`config.mk`:
```
export PLATFORM = sky130hd
export DESIGN_NAME = bounded_list_with_delete_min
export DESIGN_NICKNAME = d
export VERILOG_FILES = /design/src/rtl/blwdm_pkg.sv /design/src/rtl/blwdm_store.sv /design/src/rtl/blwdm_ctrl.sv /design/src/rtl/bounded_list_with_delete_min.sv
export VERILOG_INCLUDE_DIRS = /design/src /design/src/rtl
export SDC_FILE = /design/constraint.sdc
export NUM_CORES = 1
export LEC_CHECK = 0
export BUFFER_PORTS_ARGS = -buffer_cell sky130_fd_sc_hd__buf_2
export CAP_MARGIN = 20
export CORE_MARGIN = 10
export CORE_UTILIZATION = 63
export CTS_CLUSTER_DIAMETER = 40
export DETAILED_ROUTE_END_ITERATION = 10
export PLACE_DENSITY = 0.83
export SLEW_MARGIN = 20
export SYNTH_ARGS = -nofsm -noshare
export SYNTH_HDL_FRONTEND = slang
export SYNTH_SLANG_ARGS = --single-unit
```
`constraint.sdc`:
```
create_clock -name clk -period 6.1 [get_ports clk]
set_input_delay 0.305 -clock clk [delete_from_list [all_inputs] [get_ports clk]]
set_output_delay 0.305 -clock clk [all_outputs]
set_load 0.005 [all_outputs]
```
`src/rtl/bounded_list_with_delete_min_macros.svh`:
```
// Assertion macros shared by the bounded list RTL.
`ifndef BOUNDED_LIST_WITH_DELETE_MIN_MACROS_SVH
`define BOUNDED_LIST_WITH_DELETE_MIN_MACROS_SVH

`ifndef SYNTH
// Same-cycle implication, disabled while reset is held.
`define BLWDM_ASSERT_IMPLIES(label, clk, rst_n, ante, cons) \
  label: assert property (@(posedge clk) disable iff (!rst_n) (ante) |-> (cons)) \
    else $error("blwdm: same-cycle check failed");
// Next-cycle implication, disabled while reset is held.
`define BLWDM_ASSERT_NEXT(label, clk, rst_n, ante, cons) \
  label: assert property (@(posedge clk) disable iff (!rst_n) (ante) |=> (cons)) \
    else $error("blwdm: next-cycle check failed");
`else
`define BLWDM_ASSERT_IMPLIES(label, clk, rst_n, ante, cons)
`define BLWDM_ASSERT_NEXT(label, clk, rst_n, ante, cons)
`endif

`endif

```
`src/rtl/blwdm_pkg.sv`:
```
// Package: request and status codes, sequencer states and result type.
package blwdm_pkg;

  // Request codes
  localparam logic [2:0] REQ_INS_FRONT = 3'd0;
  localparam logic [2:0] REQ_INS_BACK  = 3'd1;
  localparam logic [2:0] REQ_DEL_POS   = 3'd2;
  localparam logic [2:0] REQ_DEL_MIN   = 3'd3;
  localparam logic [2:0] REQ_DUMP      = 3'd4;

  // Status codes
  localparam logic [1:0] STAT_OK     = 2'd0;
  localparam logic [1:0] STAT_FULL   = 2'd1;
  localparam logic [1:0] STAT_EMPTY  = 2'd2;
  localparam logic [1:0] STAT_BADPOS = 2'd3;

  typedef enum logic [3:0] {
    S_IDLE,
    S_INS_RD,
    S_INS_WR,
    S_DEL_FETCH,
    S_DEL_GET,
    S_SHIFT_RD,
    S_SHIFT_WR,
    S_MIN_RD,
    S_MIN_CMP,
    S_DUMP_RD,
    S_DUMP_OUT,
    S_RESP
  } state_t;

  typedef struct packed {
    logic signed [31:0] item;
    logic [1:0]         status;
    logic               last;
  } res_t;

endpackage

```
`src/rtl/blwdm_store.sv`:
```
// Entry storage: one write port, one read port with registered read data.
module blwdm_store #(
  parameter int DEPTH = 16,
  parameter int AW    = 4
) (
  input  logic          clk,
  input  logic          wr_en,
  input  logic [AW-1:0] wr_addr,
  input  logic [31:0]   wr_data,
  input  logic          rd_en,
  input  logic [AW-1:0] rd_addr,
  output logic [31:0]   rd_data
);

  logic [31:0] mem_r [DEPTH];
  logic [31:0] rd_data_r;

  // Write one entry, read one entry per cycle
  always_ff @(posedge clk) begin
    if (wr_en) begin
      mem_r[wr_addr] <= wr_data;
    end
    if (rd_en) begin
      rd_data_r <= mem_r[rd_addr];
    end
  end

  assign rd_data = rd_data_r;

endmodule

```
`src/rtl/blwdm_ctrl.sv`:
```
// Sequencer: decodes requests and walks the store one entry at a time.
module blwdm_ctrl #(
  parameter int CAPACITY = 16,
  parameter int AW       = 4,
  parameter int LW       = 5
) (
  input  logic                clk,
  input  logic                rst_n,
  input  logic                in_valid,
  output logic                in_stall,
  input  logic [2:0]          in_req_type,
  input  logic signed [31:0]  in_value,
  input  logic [7:0]          in_position,
  output logic                res_valid,
  input  logic                res_ready,
  output blwdm_pkg::res_t     res,
  output logic [LW-1:0]       len,
  output logic                mem_wr_en,
  output logic [AW-1:0]       mem_wr_addr,
  output logic [31:0]         mem_wr_data,
  output logic                mem_rd_en,
  output logic [AW-1:0]       mem_rd_addr,
  input  logic [31:0]         mem_rd_data
);

  blwdm_pkg::state_t  state_r, state_nxt;
  logic [LW-1:0]      len_r, len_nxt;
  logic [AW-1:0]      idx_r, idx_nxt;
  logic [AW-1:0]      best_r, best_nxt;
  logic signed [31:0] val_r, val_nxt;
  logic [1:0]         stat_r, stat_nxt;

  logic               full;
  logic               empty;
  logic               idx_is_tail;
  logic               take;
  logic signed [31:0] rd_sval;

  assign full        = (len_r == LW'(CAPACITY));
  assign empty       = (len_r == '0);
  assign idx_is_tail = ((LW'(idx_r) + LW'(1)) == len_r);
  assign rd_sval     = $signed(mem_rd_data);
  // Minimum-scan compare: keep the first smallest value seen in the scan
  assign take        = (idx_r == '0) || (rd_sval < val_r);

  assign in_stall = (state_r != blwdm_pkg::S_IDLE);
  assign len      = len_r;

  // Hold state and length
  always_ff @(posedge clk) begin
    if (!rst_n) begin
      state_r <= blwdm_pkg::S_IDLE;
      len_r   <= '0;
    end else begin
      state_r <= state_nxt;
      len_r   <= len_nxt;
    end
  end

  // Hold working registers
  always_ff @(posedge clk) begin
    idx_r  <= idx_nxt;
    best_r <= best_nxt;
    val_r  <= val_nxt;
    stat_r <= stat_nxt;
  end

  // Advance the sequencer and drive the store
  always_comb begin
    state_nxt   = state_r;
    len_nxt     = len_r;
    idx_nxt     = idx_r;
    best_nxt    = best_r;
    val_nxt     = val_r;
    stat_nxt    = stat_r;
    mem_wr_en   = 1'b0;
    mem_wr_addr = idx_r;
    mem_wr_data = val_r;
    mem_rd_en   = 1'b0;
    mem_rd_addr = idx_r;
    res_valid   = 1'b0;
    res.item    = val_r;
    res.status  = stat_r;
    res.last    = 1'b1;

    case (state_r)
      blwdm_pkg::S_IDLE: begin
        if (in_valid) begin
          stat_nxt = blwdm_pkg::STAT_OK;
          case (in_req_type)
            blwdm_pkg::REQ_INS_FRONT: begin
              if (full) begin
                stat_nxt  = blwdm_pkg::STAT_FULL;
                val_nxt   = '0;
                state_nxt = blwdm_pkg::S_RESP;
              end else begin
                val_nxt   = in_value;
                idx_nxt   = AW'(len_r);
                state_nxt = blwdm_pkg::S_INS_RD;
              end
            end
            blwdm_pkg::REQ_INS_BACK: begin
              val_nxt   = '0;
              state_nxt = blwdm_pkg::S_RESP;
              if (full) begin
                stat_nxt = blwdm_pkg::STAT_FULL;
              end else begin
                mem_wr_en   = 1'b1;
                mem_wr_addr = AW'(len_r);
                mem_wr_data = in_value;
                len_nxt     = len_r + LW'(1);
              end
            end
            blwdm_pkg::REQ_DEL_POS: begin
              val_nxt = '0;
              if (empty) begin
                stat_nxt  = blwdm_pkg::STAT_EMPTY;
                state_nxt = blwdm_pkg::S_RESP;
              end else if (in_position == 8'd0 ||
                           {1'b0, in_position} > 9'(len_r)) begin
                stat_nxt  = blwdm_pkg::STAT_BADPOS;
                state_nxt = blwdm_pkg::S_RESP;
              end else begin
                idx_nxt   = AW'(in_position - 8'd1);
                state_nxt = blwdm_pkg::S_DEL_FETCH;
              end
            end
            blwdm_pkg::REQ_DEL_MIN: begin
              if (empty) begin
                val_nxt   = '0;
                stat_nxt  = blwdm_pkg::STAT_EMPTY;
                state_nxt = blwdm_pkg::S_RESP;
              end else begin
                idx_nxt   = '0;
                best_nxt  = '0;
                state_nxt = blwdm_pkg::S_MIN_RD;
              end
            end
            blwdm_pkg::REQ_DUMP: begin
              if (empty) begin
                val_nxt   = '0;
                stat_nxt  = blwdm_pkg::STAT_EMPTY;
                state_nxt = blwdm_pkg::S_RESP;
              end else begin
                idx_nxt   = '0;
                state_nxt = blwdm_pkg::S_DUMP_RD;
              end
            end
            default: begin
              // drop unused request codes
              state_nxt = blwdm_pkg::S_IDLE;
            end
          endcase
        end
      end

      // Insert at front: move entries up from the tail, then write the head
      blwdm_pkg::S_INS_RD: begin
        if (idx_r == '0) begin
          mem_wr_en   = 1'b1;
          mem_wr_addr = '0;
          mem_wr_data = val_r;
          len_nxt     = len_r + LW'(1);
          val_nxt     = '0;
          state_nxt   = blwdm_pkg::S_RESP;
        end else begin
          mem_rd_en   = 1'b1;
          mem_rd_addr = idx_r - AW'(1);
          state_nxt   = blwdm_pkg::S_INS_WR;
        end
      end
      blwdm_pkg::S_INS_WR: begin
        mem_wr_en   = 1'b1;
        mem_wr_addr = idx_r;
        mem_wr_data = mem_rd_data;
        idx_nxt     = idx_r - AW'(1);
        state_nxt   = blwdm_pkg::S_INS_RD;
      end

      // Delete at position: capture the entry, then close the gap
      blwdm_pkg::S_DEL_FETCH: begin
        mem_rd_en = 1'b1;
        state_nxt = blwdm_pkg::S_DEL_GET;
      end
      blwdm_pkg::S_DEL_GET: begin
        val_nxt   = rd_sval;
        state_nxt = blwdm_pkg::S_SHIFT_RD;
      end

      // Close the gap: move entries down one place toward the front
      blwdm_pkg::S_SHIFT_RD: begin
        if (idx_is_tail) begin
          len_nxt   = len_r - LW'(1);
          state_nxt = blwdm_pkg::S_RESP;
        end else begin
          mem_rd_en   = 1'b1;
          mem_rd_addr = idx_r + AW'(1);
          state_nxt   = blwdm_pkg::S_SHIFT_WR;
        end
      end
      blwdm_pkg::S_SHIFT_WR: begin
        mem_wr_en   = 1'b1;
        mem_wr_addr = idx_r;
        mem_wr_data = mem_rd_data;
        idx_nxt     = idx_r + AW'(1);
        state_nxt   = blwdm_pkg::S_SHIFT_RD;
      end

      // Minimum scan over every stored entry
      blwdm_pkg::S_MIN_RD: begin
        mem_rd_en = 1'b1;
        state_nxt = blwdm_pkg::S_MIN_CMP;
      end
      blwdm_pkg::S_MIN_CMP: begin
        if (take) begin
          val_nxt  = rd_sval;
          best_nxt = idx_r;
        end
        if (idx_is_tail) begin
          idx_nxt   = take ? idx_r : best_r;
          state_nxt = blwdm_pkg::S_SHIFT_RD;
        end else begin
          idx_nxt   = idx_r + AW'(1);
          state_nxt = blwdm_pkg::S_MIN_RD;
        end
      end

      // Dump: one transaction per entry, front to back
      blwdm_pkg::S_DUMP_RD: begin
        mem_rd_en = 1'b1;
        state_nxt = blwdm_pkg::S_DUMP_OUT;
      end
      blwdm_pkg::S_DUMP_OUT: begin
        res_valid  = 1'b1;
        res.item   = rd_sval;
        res.status = blwdm_pkg::STAT_OK;
        res.last   = idx_is_tail;
        if (res_ready) begin
          if (idx_is_tail) begin
            state_nxt = blwdm_pkg::S_IDLE;
          end else begin
            idx_nxt   = idx_r + AW'(1);
            state_nxt = blwdm_pkg::S_DUMP_RD;
          end
        end
      end

      // Single-result reply
      blwdm_pkg::S_RESP: begin
        res_valid = 1'b1;
        if (res_ready) begin
          state_nxt = blwdm_pkg::S_IDLE;
        end
      end

      default: begin
        state_nxt = blwdm_pkg::S_IDLE;
      end
    endcase
  end

endmodule

```
`src/rtl/bounded_list_with_delete_min.sv`:
```
// Top level: bounded ordered list with delete-minimum.
//
//   channel  direction  handshake           payload
//   in_      input      in_valid/in_stall   req_type[3], value[32] s, position[8]
//   out_     output     out_valid/out_stall item[32] s, status[2], last
//
// One request at a time; a sequencer walks the entry store through its single
// read port and single write port, one entry moved or visited at a time.
// Insert front moves every entry up; delete at position moves those behind it
// down; delete minimum scans every entry, then closes the gap behind it.
// Synchronous reset empties the list at once; the store is not cleared.
// A stalled result holds the sequencer; one result register lets it finish
// the next step while the previous transaction waits.
`include "bounded_list_with_delete_min_macros.svh"

module bounded_list_with_delete_min #(
  parameter int CAPACITY = 16
) (
  input  logic               clk,
  input  logic               rst_n,
  input  logic               in_valid,
  output logic               in_stall,
  input  logic [2:0]         in_req_type,
  input  logic signed [31:0] in_value,
  input  logic [7:0]         in_position,
  output logic               out_valid,
  input  logic               out_stall,
  output logic signed [31:0] out_item,
  output logic [1:0]         out_status,
  output logic               out_last
);

  localparam int AW = (CAPACITY > 1) ? $clog2(CAPACITY) : 1;
  localparam int LW = $clog2(CAPACITY + 1);

  blwdm_pkg::res_t res;
  logic            res_valid;
  logic            res_ready;
  logic            res_fire;
  logic [LW-1:0]   len;

  logic            mem_wr_en;
  logic [AW-1:0]   mem_wr_addr;
  logic [31:0]     mem_wr_data;
  logic            mem_rd_en;
  logic [AW-1:0]   mem_rd_addr;
  logic [31:0]     mem_rd_data;

  logic               out_valid_r;
  logic signed [31:0] out_item_r;
  logic [1:0]         out_status_r;
  logic               out_last_r;

  blwdm_ctrl #(
    .CAPACITY (CAPACITY),
    .AW       (AW),
    .LW       (LW)
  ) u_ctrl (
    .clk         (clk),
    .rst_n       (rst_n),
    .in_valid    (in_valid),
    .in_stall    (in_stall),
    .in_req_type (in_req_type),
    .in_value    (in_value),
    .in_position (in_position),
    .res_valid   (res_valid),
    .res_ready   (res_ready),
    .res         (res),
    .len         (len),
    .mem_wr_en   (mem_wr_en),
    .mem_wr_addr (mem_wr_addr),
    .mem_wr_data (mem_wr_data),
    .mem_rd_en   (mem_rd_en),
    .mem_rd_addr (mem_rd_addr),
    .mem_rd_data (mem_rd_data)
  );

  blwdm_store #(
    .DEPTH (CAPACITY),
    .AW    (AW)
  ) u_store (
    .clk     (clk),
    .wr_en   (mem_wr_en),
    .wr_addr (mem_wr_addr),
    .wr_data (mem_wr_data),
    .rd_en   (mem_rd_en),
    .rd_addr (mem_rd_addr),
    .rd_data (mem_rd_data)
  );

  assign res_ready = !out_valid_r || !out_stall;
  assign res_fire  = res_valid && res_ready;

  // Load the result register, drop it once taken
  always_ff @(posedge clk) begin
    if (!rst_n) begin
      out_valid_r <= 1'b0;
    end else if (res_fire) begin
      out_valid_r <= 1'b1;
    end else if (!out_stall) begin
      out_valid_r <= 1'b0;
    end
  end

  always_ff @(posedge clk) begin
    if (res_fire) begin
      out_item_r   <= res.item;
      out_status_r <= res.status;
      out_last_r   <= res.last;
    end
  end

  assign out_valid  = out_valid_r;
  assign out_item   = out_item_r;
  assign out_status = out_status_r;
  assign out_last   = out_last_r;

  `BLWDM_ASSERT_IMPLIES(a_len_bound, clk, rst_n, 1'b1, len <= LW'(CAPACITY))
  `BLWDM_ASSERT_IMPLIES(a_full_only_at_cap, clk, rst_n,
    res_fire && res.status == blwdm_pkg::STAT_FULL, len == LW'(CAPACITY))
  `BLWDM_ASSERT_IMPLIES(a_empty_only_at_zero, clk, rst_n,
    res_fire && res.status == blwdm_pkg::STAT_EMPTY, len == '0)
  `BLWDM_ASSERT_NEXT(a_idle_after_last, clk, rst_n, res_fire && res.last, !in_stall)

endmodule

```
==> metrics.yaml, run 1 <==
worst-path-max-fanout: 44
synth_area_leader_cell: "edfxtp_1"
cp-end-kind: "flop"
place.port_buffers: 83
route.detailed.drc: 0
grt.met2_usage: 0.4506
final_nets: 2477
hold_buffers: 1
die_area_um2: 55370
ys_warn_count: 0
tightest_slew_ns: 1.053
tns_ns: 0
cp_top_family: "compound AO/OA/AOI/OAI gates"
tritoncts: "yes"
grt_pass1_wl_mm: 126.8
outcome: "finished clean"
grt_setup_unrepaired: "no"
ir_drop_mv: 0.5394
place_congestion: 0.9177
hpwl_mm: 48.06
crit_slowest_cell: "edfxtp_1"
cts_num_sinks: 631
p_leak_nw: 10.87
path_cells: "inv_1 -> ha_1 -> nor3b_2 -> inv_1 -> ha_1 -> inv_1 -> o21ai_0 -> o21a_4 -> buf_4 -> o21ai_0 -> a32oi_1 -> a22oi_1 -> o221ai_2"
worstPathArrival_ns: 5.30
hold_slack_ns: 0.01659
fillers: 2724
synth.top_cells.by_area: "edfxtp_1 64%, nand2_1 5.2%, nand3_1 3.5%"
hold_class: "in -> reg"
drv_slew: 0
critical_path_required_ns: 6.50
drive_gt1_frac: 0.1344
start_kind: "flop"
min_period_over_period: 0.8019
routed_wl_mm: 84.46
cpMostUsedCell: "inv_1"
numCtsBuffers: 75
grt_use_met3: 0.06645
fmax_mhz: 204.4
finalSetupViolations: 0
wire_per_inst_um: 27.77
synth_area_um2: 29200
critPathLaunch: "u_ctrl.idx_r[0]"
finClkSkew_ns: 0.03730
grt_overflow: 0
root_buffer: "clkbuf_16"
grt_util_met1: 0.3926
grt_pass1_vias: 21650
synth_ff_type: "edfxtp_1"
slew_headroom: 0.2965
die_w_um: 235.3
core_um2: 45580
r2r_start: "u_ctrl.idx_r[0]"
synth_edf_count: 621
seq_area_frac_synth: 0.6454
routed_via_density: 7.306
grt.total_usage: 0.2927
slowest_delay_ns: 0.60
antenna_found_initial: 1
synthCells: 2360
drt_iter0_markers: 3719
clk_latency_ns: 0.61
cts_setup_buffers: 0
diodes: 0
ff_latch_area_um2: 18850
synth.net_count: 2451
hold_viol_final: 0
htree_levels: 3
cts.clk_slew.worst_paths_ns: 0.06
multi_input_area_um2: 9564
post_cts_resized: 0
crit_type: "reg -> reg"
synth-seq-cells: 631
yosysTopAreaCellShare: 0.6386
num_vias: 22220
final_antenna_net_count: 0
grt.busiest_layer: "met2"
power_density_nw_per_um2: 642.1
cts_max_path_buffers: 3
start_util: 0.6408
grt_max_degree: 103
syn2layout_area_growth_pct: 12.22
row_count: 78
io_pins: 84
die_h_um: 235.3
crit_buf_inv: 4
min_period_ns: 4.892
avgSynthCellArea_um2: 12.37
ys_types: 71
first_pass_iters: 6
drv_cap: 0
hp-start: "in_value[24]"
synth-async-reset-ratio: 0
[metal layers]
metal  vias to the layer above  part of all wire
li1                       9232                 -
met1                     10670              0.36
met2                      2009              0.46
met3                       309              0.14
met4                         2             0.039
met5                         -           0.00014
[final cells by class]
type,instances,share of cell area
flip-flops and latches,631,0.5751
clock inverters,44,0.01485
inverters,51,0.005841
clock buffers,88,0.06071
repair buffers,140,0.02871
well taps,600,0.02291
multi-input cells,1487,0.2918
[cells in the final DEF (no fill, tap or decap), drive strengths merged, types with 34 or more instances in the layout]
master  count
mux2i      66
a22o       34
a221oi     65
a32oi      64
clkbuf     88
o221ai     36
a21oi     101
ha         43
nand2     406
o21ai     129
nor2       64
inv        54
nand3     203
buf       139
a32o       62
edfxtp    621
a22oi      69
[cell usage after synthesis, types with 4 or more instances]
cell type	number
edfxtp_1	621
nand2_1	405
nand3_1	203
o21ai_0	121
clkbuf_1	120
a21oi_1	101
a22oi_1	69
mux2i_1	66
a221oi_1	65
a32oi_1	63
nor2_1	63
a32o_1	62
inv_1	49
ha_1	43
a22o_1	34
buf_2	28
o221ai_2	25
buf_1	19
nor3_1	16
buf_4	13
xnor2_1	12
buf_6	11
o221ai_1	11
dfxtp_1	10
nor2b_1	9
a211oi_1	8
and2_1	8
o21ai_1	8
nand2b_1	7
o21a_1	7
a31oi_1	6
nand4_1	6
a211o_1	5
o22ai_1	5
a21o_1	4
nor4_1	4
o211ai_1	4
o31ai_1	4
[logic make-up after synthesis]
group | share of synthesized area
AOI/OAI and AO/OA | 0.1607
xor gates and xnor gates | 0.004499
adders and majority gates | 0.01911
buffers and inverters | 0.03680
DFF | 0.6454
muxes | 0.02352
and+or+nand+nor | 0.1100
[state kept, by name, summed over array words and instances (netlist names)]
register,flops
u_ctrl.len,5
out_last,1
u_store.rd_data,32
u_ctrl.state_r,4
u_ctrl.idx_r,4
out_item,32
u_ctrl.stat_r,2
out_valid,1
u_store.mem_r,512
u_ctrl.val_r,32
out_status,2
u_ctrl.best_r,4
[path summary, 6_finish.rpt]
kind	end	slack (ns)	cells past startpoint
setup / recovery	u_store.rd_data[12]	1.21	13
hold / removal	u_ctrl.val_r[24]	0.02	2
setup reg to reg	u_store.rd_data[12]	1.21	13
hold reg to reg	out_status[1]	0.55	1
[metrics by stage]
step | power, mW | setup slack [ns] | util | cells | instance area, um^2
2_1_floorplan | 13.15 | 1.214 | - | 2360 | 29200
3_3_place_gp | 15.63 | 1.606 | 0.6635 | 2906 | 30240
3_5_place_dp | 16.09 | 1.447 | 0.6635 | 2906 | 30240
4_1_cts | 20.67 | 1.391 | 0.7180 | 3039 | 32720
5_1_grt | 21.80 | 0.9729 | 0.7190 | 3041 | 32770
6_report | 21.04 | 1.208 | 0.7190 | 3041 | 32770
[power breakdown]
group / internal, mW / switching (mW)
Sequential: 6.55 / 0.435
Combinational: 2.85 / 6.75
Clock: 2.69 / 1.77
Total: 12.1 / 8.96
(Power assumes the default switching activity.)
==> run 2, diff against run 1 <==
- CORE_UTILIZATION: 63 -> 57
- PLACE_DENSITY: 0.83 -> 0.8
- clock period: 6.1 -> 3.9 ns (I/O delays scaled with it)
==> run 2 against run 1 <==
  * Maximum frequency up 29%
  * Setup slack got worse by 1.1 ns
  * Sequential power rose by 56%
  * Clock skew fell by 0.016 ns
  * Design area grew 3.7%
  * Wire length rose by 0.59%
  * Largest cell class unchanged
==> metrics.yaml, run 2 (synthesis gave the netlist of run 1 again) <==
die_h_um: 246.3
drt_iter0_markers: 3387
start_util: 0.5797
cts.clk_slew.worst_paths_ns: 0.06
hold_viol_final: 0
hold_class: "in -> reg"
finalSetupViolations: 0
place.port_buffers: 83
max_flop_register: "u_store.mem_r"
cts_setup_buffers: 0
place_congestion: 0.9354
min_period_ns: 3.795
row_count: 82
tightest_slew_ns: 0.9796
worst_slack_ns: 0.1054
grt_pass1_wl_mm: 128.6
num_vias: 22280
layout_common_cells: "621 x edfxtp_1, 403 x nand2_1, 203 x nand3_1"
fin_util: 0.6743
crit_slowest_cell: "mux2i_4"
dp_slack_ns: 0.2772
grt_overflow: 0
hpwl_mm: 49.24
clk_latency_ns: 0.62
grt_pass1_vias: 21540
final_nets: 2557
tns_ns: 0
path_cells: "ha_1 -> xor2_1 -> a32oi_2 -> a211oi_4 -> buf_4 -> mux2i_4 -> buf_12 -> o21ai_0 -> a32oi_1 -> a22oi_1 -> o221ai_2"
wire_per_inst_um: 26.57
crit_buf_inv: 2
grt.total_usage: 0.2743
syn2layout_area_growth_pct: 16.32
core_um2: 50380
cts_max_path_buffers: 3
crit_type: "reg -> reg"
grt_max_degree: 77
numCtsBuffers: 76
start_kind: "flop"
die_w_um: 246.3
cp-end-kind: "flop"
grt_setup_unrepaired: "no"
cts_num_sinks: 631
htree_levels: 3
routed_via_density: 6.965
route.detailed.drc: 0
p_leak_nw: 11.40
largest_register_ffs: 512
tritoncts: "yes"
finClkSkew_ns: 0.02142
die_area_um2: 60690
first_pass_iters: 9
cp_top_family: "compound AO/OA/AOI/OAI gates"
fmax_mhz: 263.5
min_period_over_period: 0.9730
drive_gt1_frac: 0.1533
io_pins: 84
worst-path-max-fanout: 45
final_antenna_net_count: 0
critical_path_required_ns: 4.36
ir_drop_mv: 0.6787
outcome: "finished clean"
root_buffer: "clkbuf_16"
drv_slew: 0
post_cts_resized: 0
layout_commonest_cell: "edfxtp_1"
antenna_found_initial: 1
routed_wl_mm: 84.96
drv_cap: 0
slew_headroom: 0.3463
worstPathArrival_ns: 4.25
slowest_delay_ns: 0.50
power_density_nw_per_um2: 990.5
[run 2: final timing paths]
path                              to  slack, ns  cells after the start             start
setup reg to reg  u_store.rd_data[8]       0.11                     11   u_ctrl.idx_r[0]
hold reg to reg        out_status[0]       0.55                      1  u_ctrl.stat_r[0]
hold / removal      u_ctrl.stat_r[0]       0.05                      2    in_req_type[2]
setup / recovery  u_store.rd_data[8]       0.11                     11   u_ctrl.idx_r[0]
[run 2: stage by stage]
step | instance area (um^2) | cells | hold slack, ns | power, mW
5_1_grt | 33970 | 3198 | 0.04447 | 35.01
3_5_place_dp | 31080 | 3026 | 0.5079 | 25.97
3_3_place_gp | 31080 | 3026 | 0.5000 | 25.41
2_1_floorplan | 29210 | 2360 | 0.3864 | 20.56
4_1_cts | 33970 | 3197 | 0.01636 | 33.21
6_report | 33970 | 3198 | 0.04902 | 33.64
[run 2: final cells by class]
| cell class | count | area [um^2] |
|---|---|---|
| Inverter | 51 | 191.4 |
| Antenna cell | 1 | 2.502 |
| Timing Repair Buffer | 219 | 1972 |
| Multi-Input combinational cell | 1487 | 9564 |
| Sequential cell | 631 | 18850 |
| Clock inverter | 53 | 533.0 |
| Fill cell | 3322 | 16410 |
| Tap cell | 672 | 840.8 |
| Clock buffer | 84 | 2017 |
[run 2: power by group]
part	internal, mW	total [mW]	switching [mW]
Sequential	10.2	10.9	0.676
Combinational	5.16	15.6	10.5
Clock	4.16	7.10	2.95
[run 2: repair_timing]
item | in CTS | in global routing
setup endpoints to repair | 0 | 0
hold endpoints to repair | 42 | 0
hold buffers | 34 | 0
[run 2: routing by layer]
layer / GRT usage / up-vias / share of wire
met5: 0 / - / 0
li1: - / 9402 / -
met2: 0.4215 / 1891 / 0.46
met4: 0.1221 / 0 / 0.041
met3: 0.07022 / 303 / 0.14
met1: 0.3638 / 10680 / 0.36
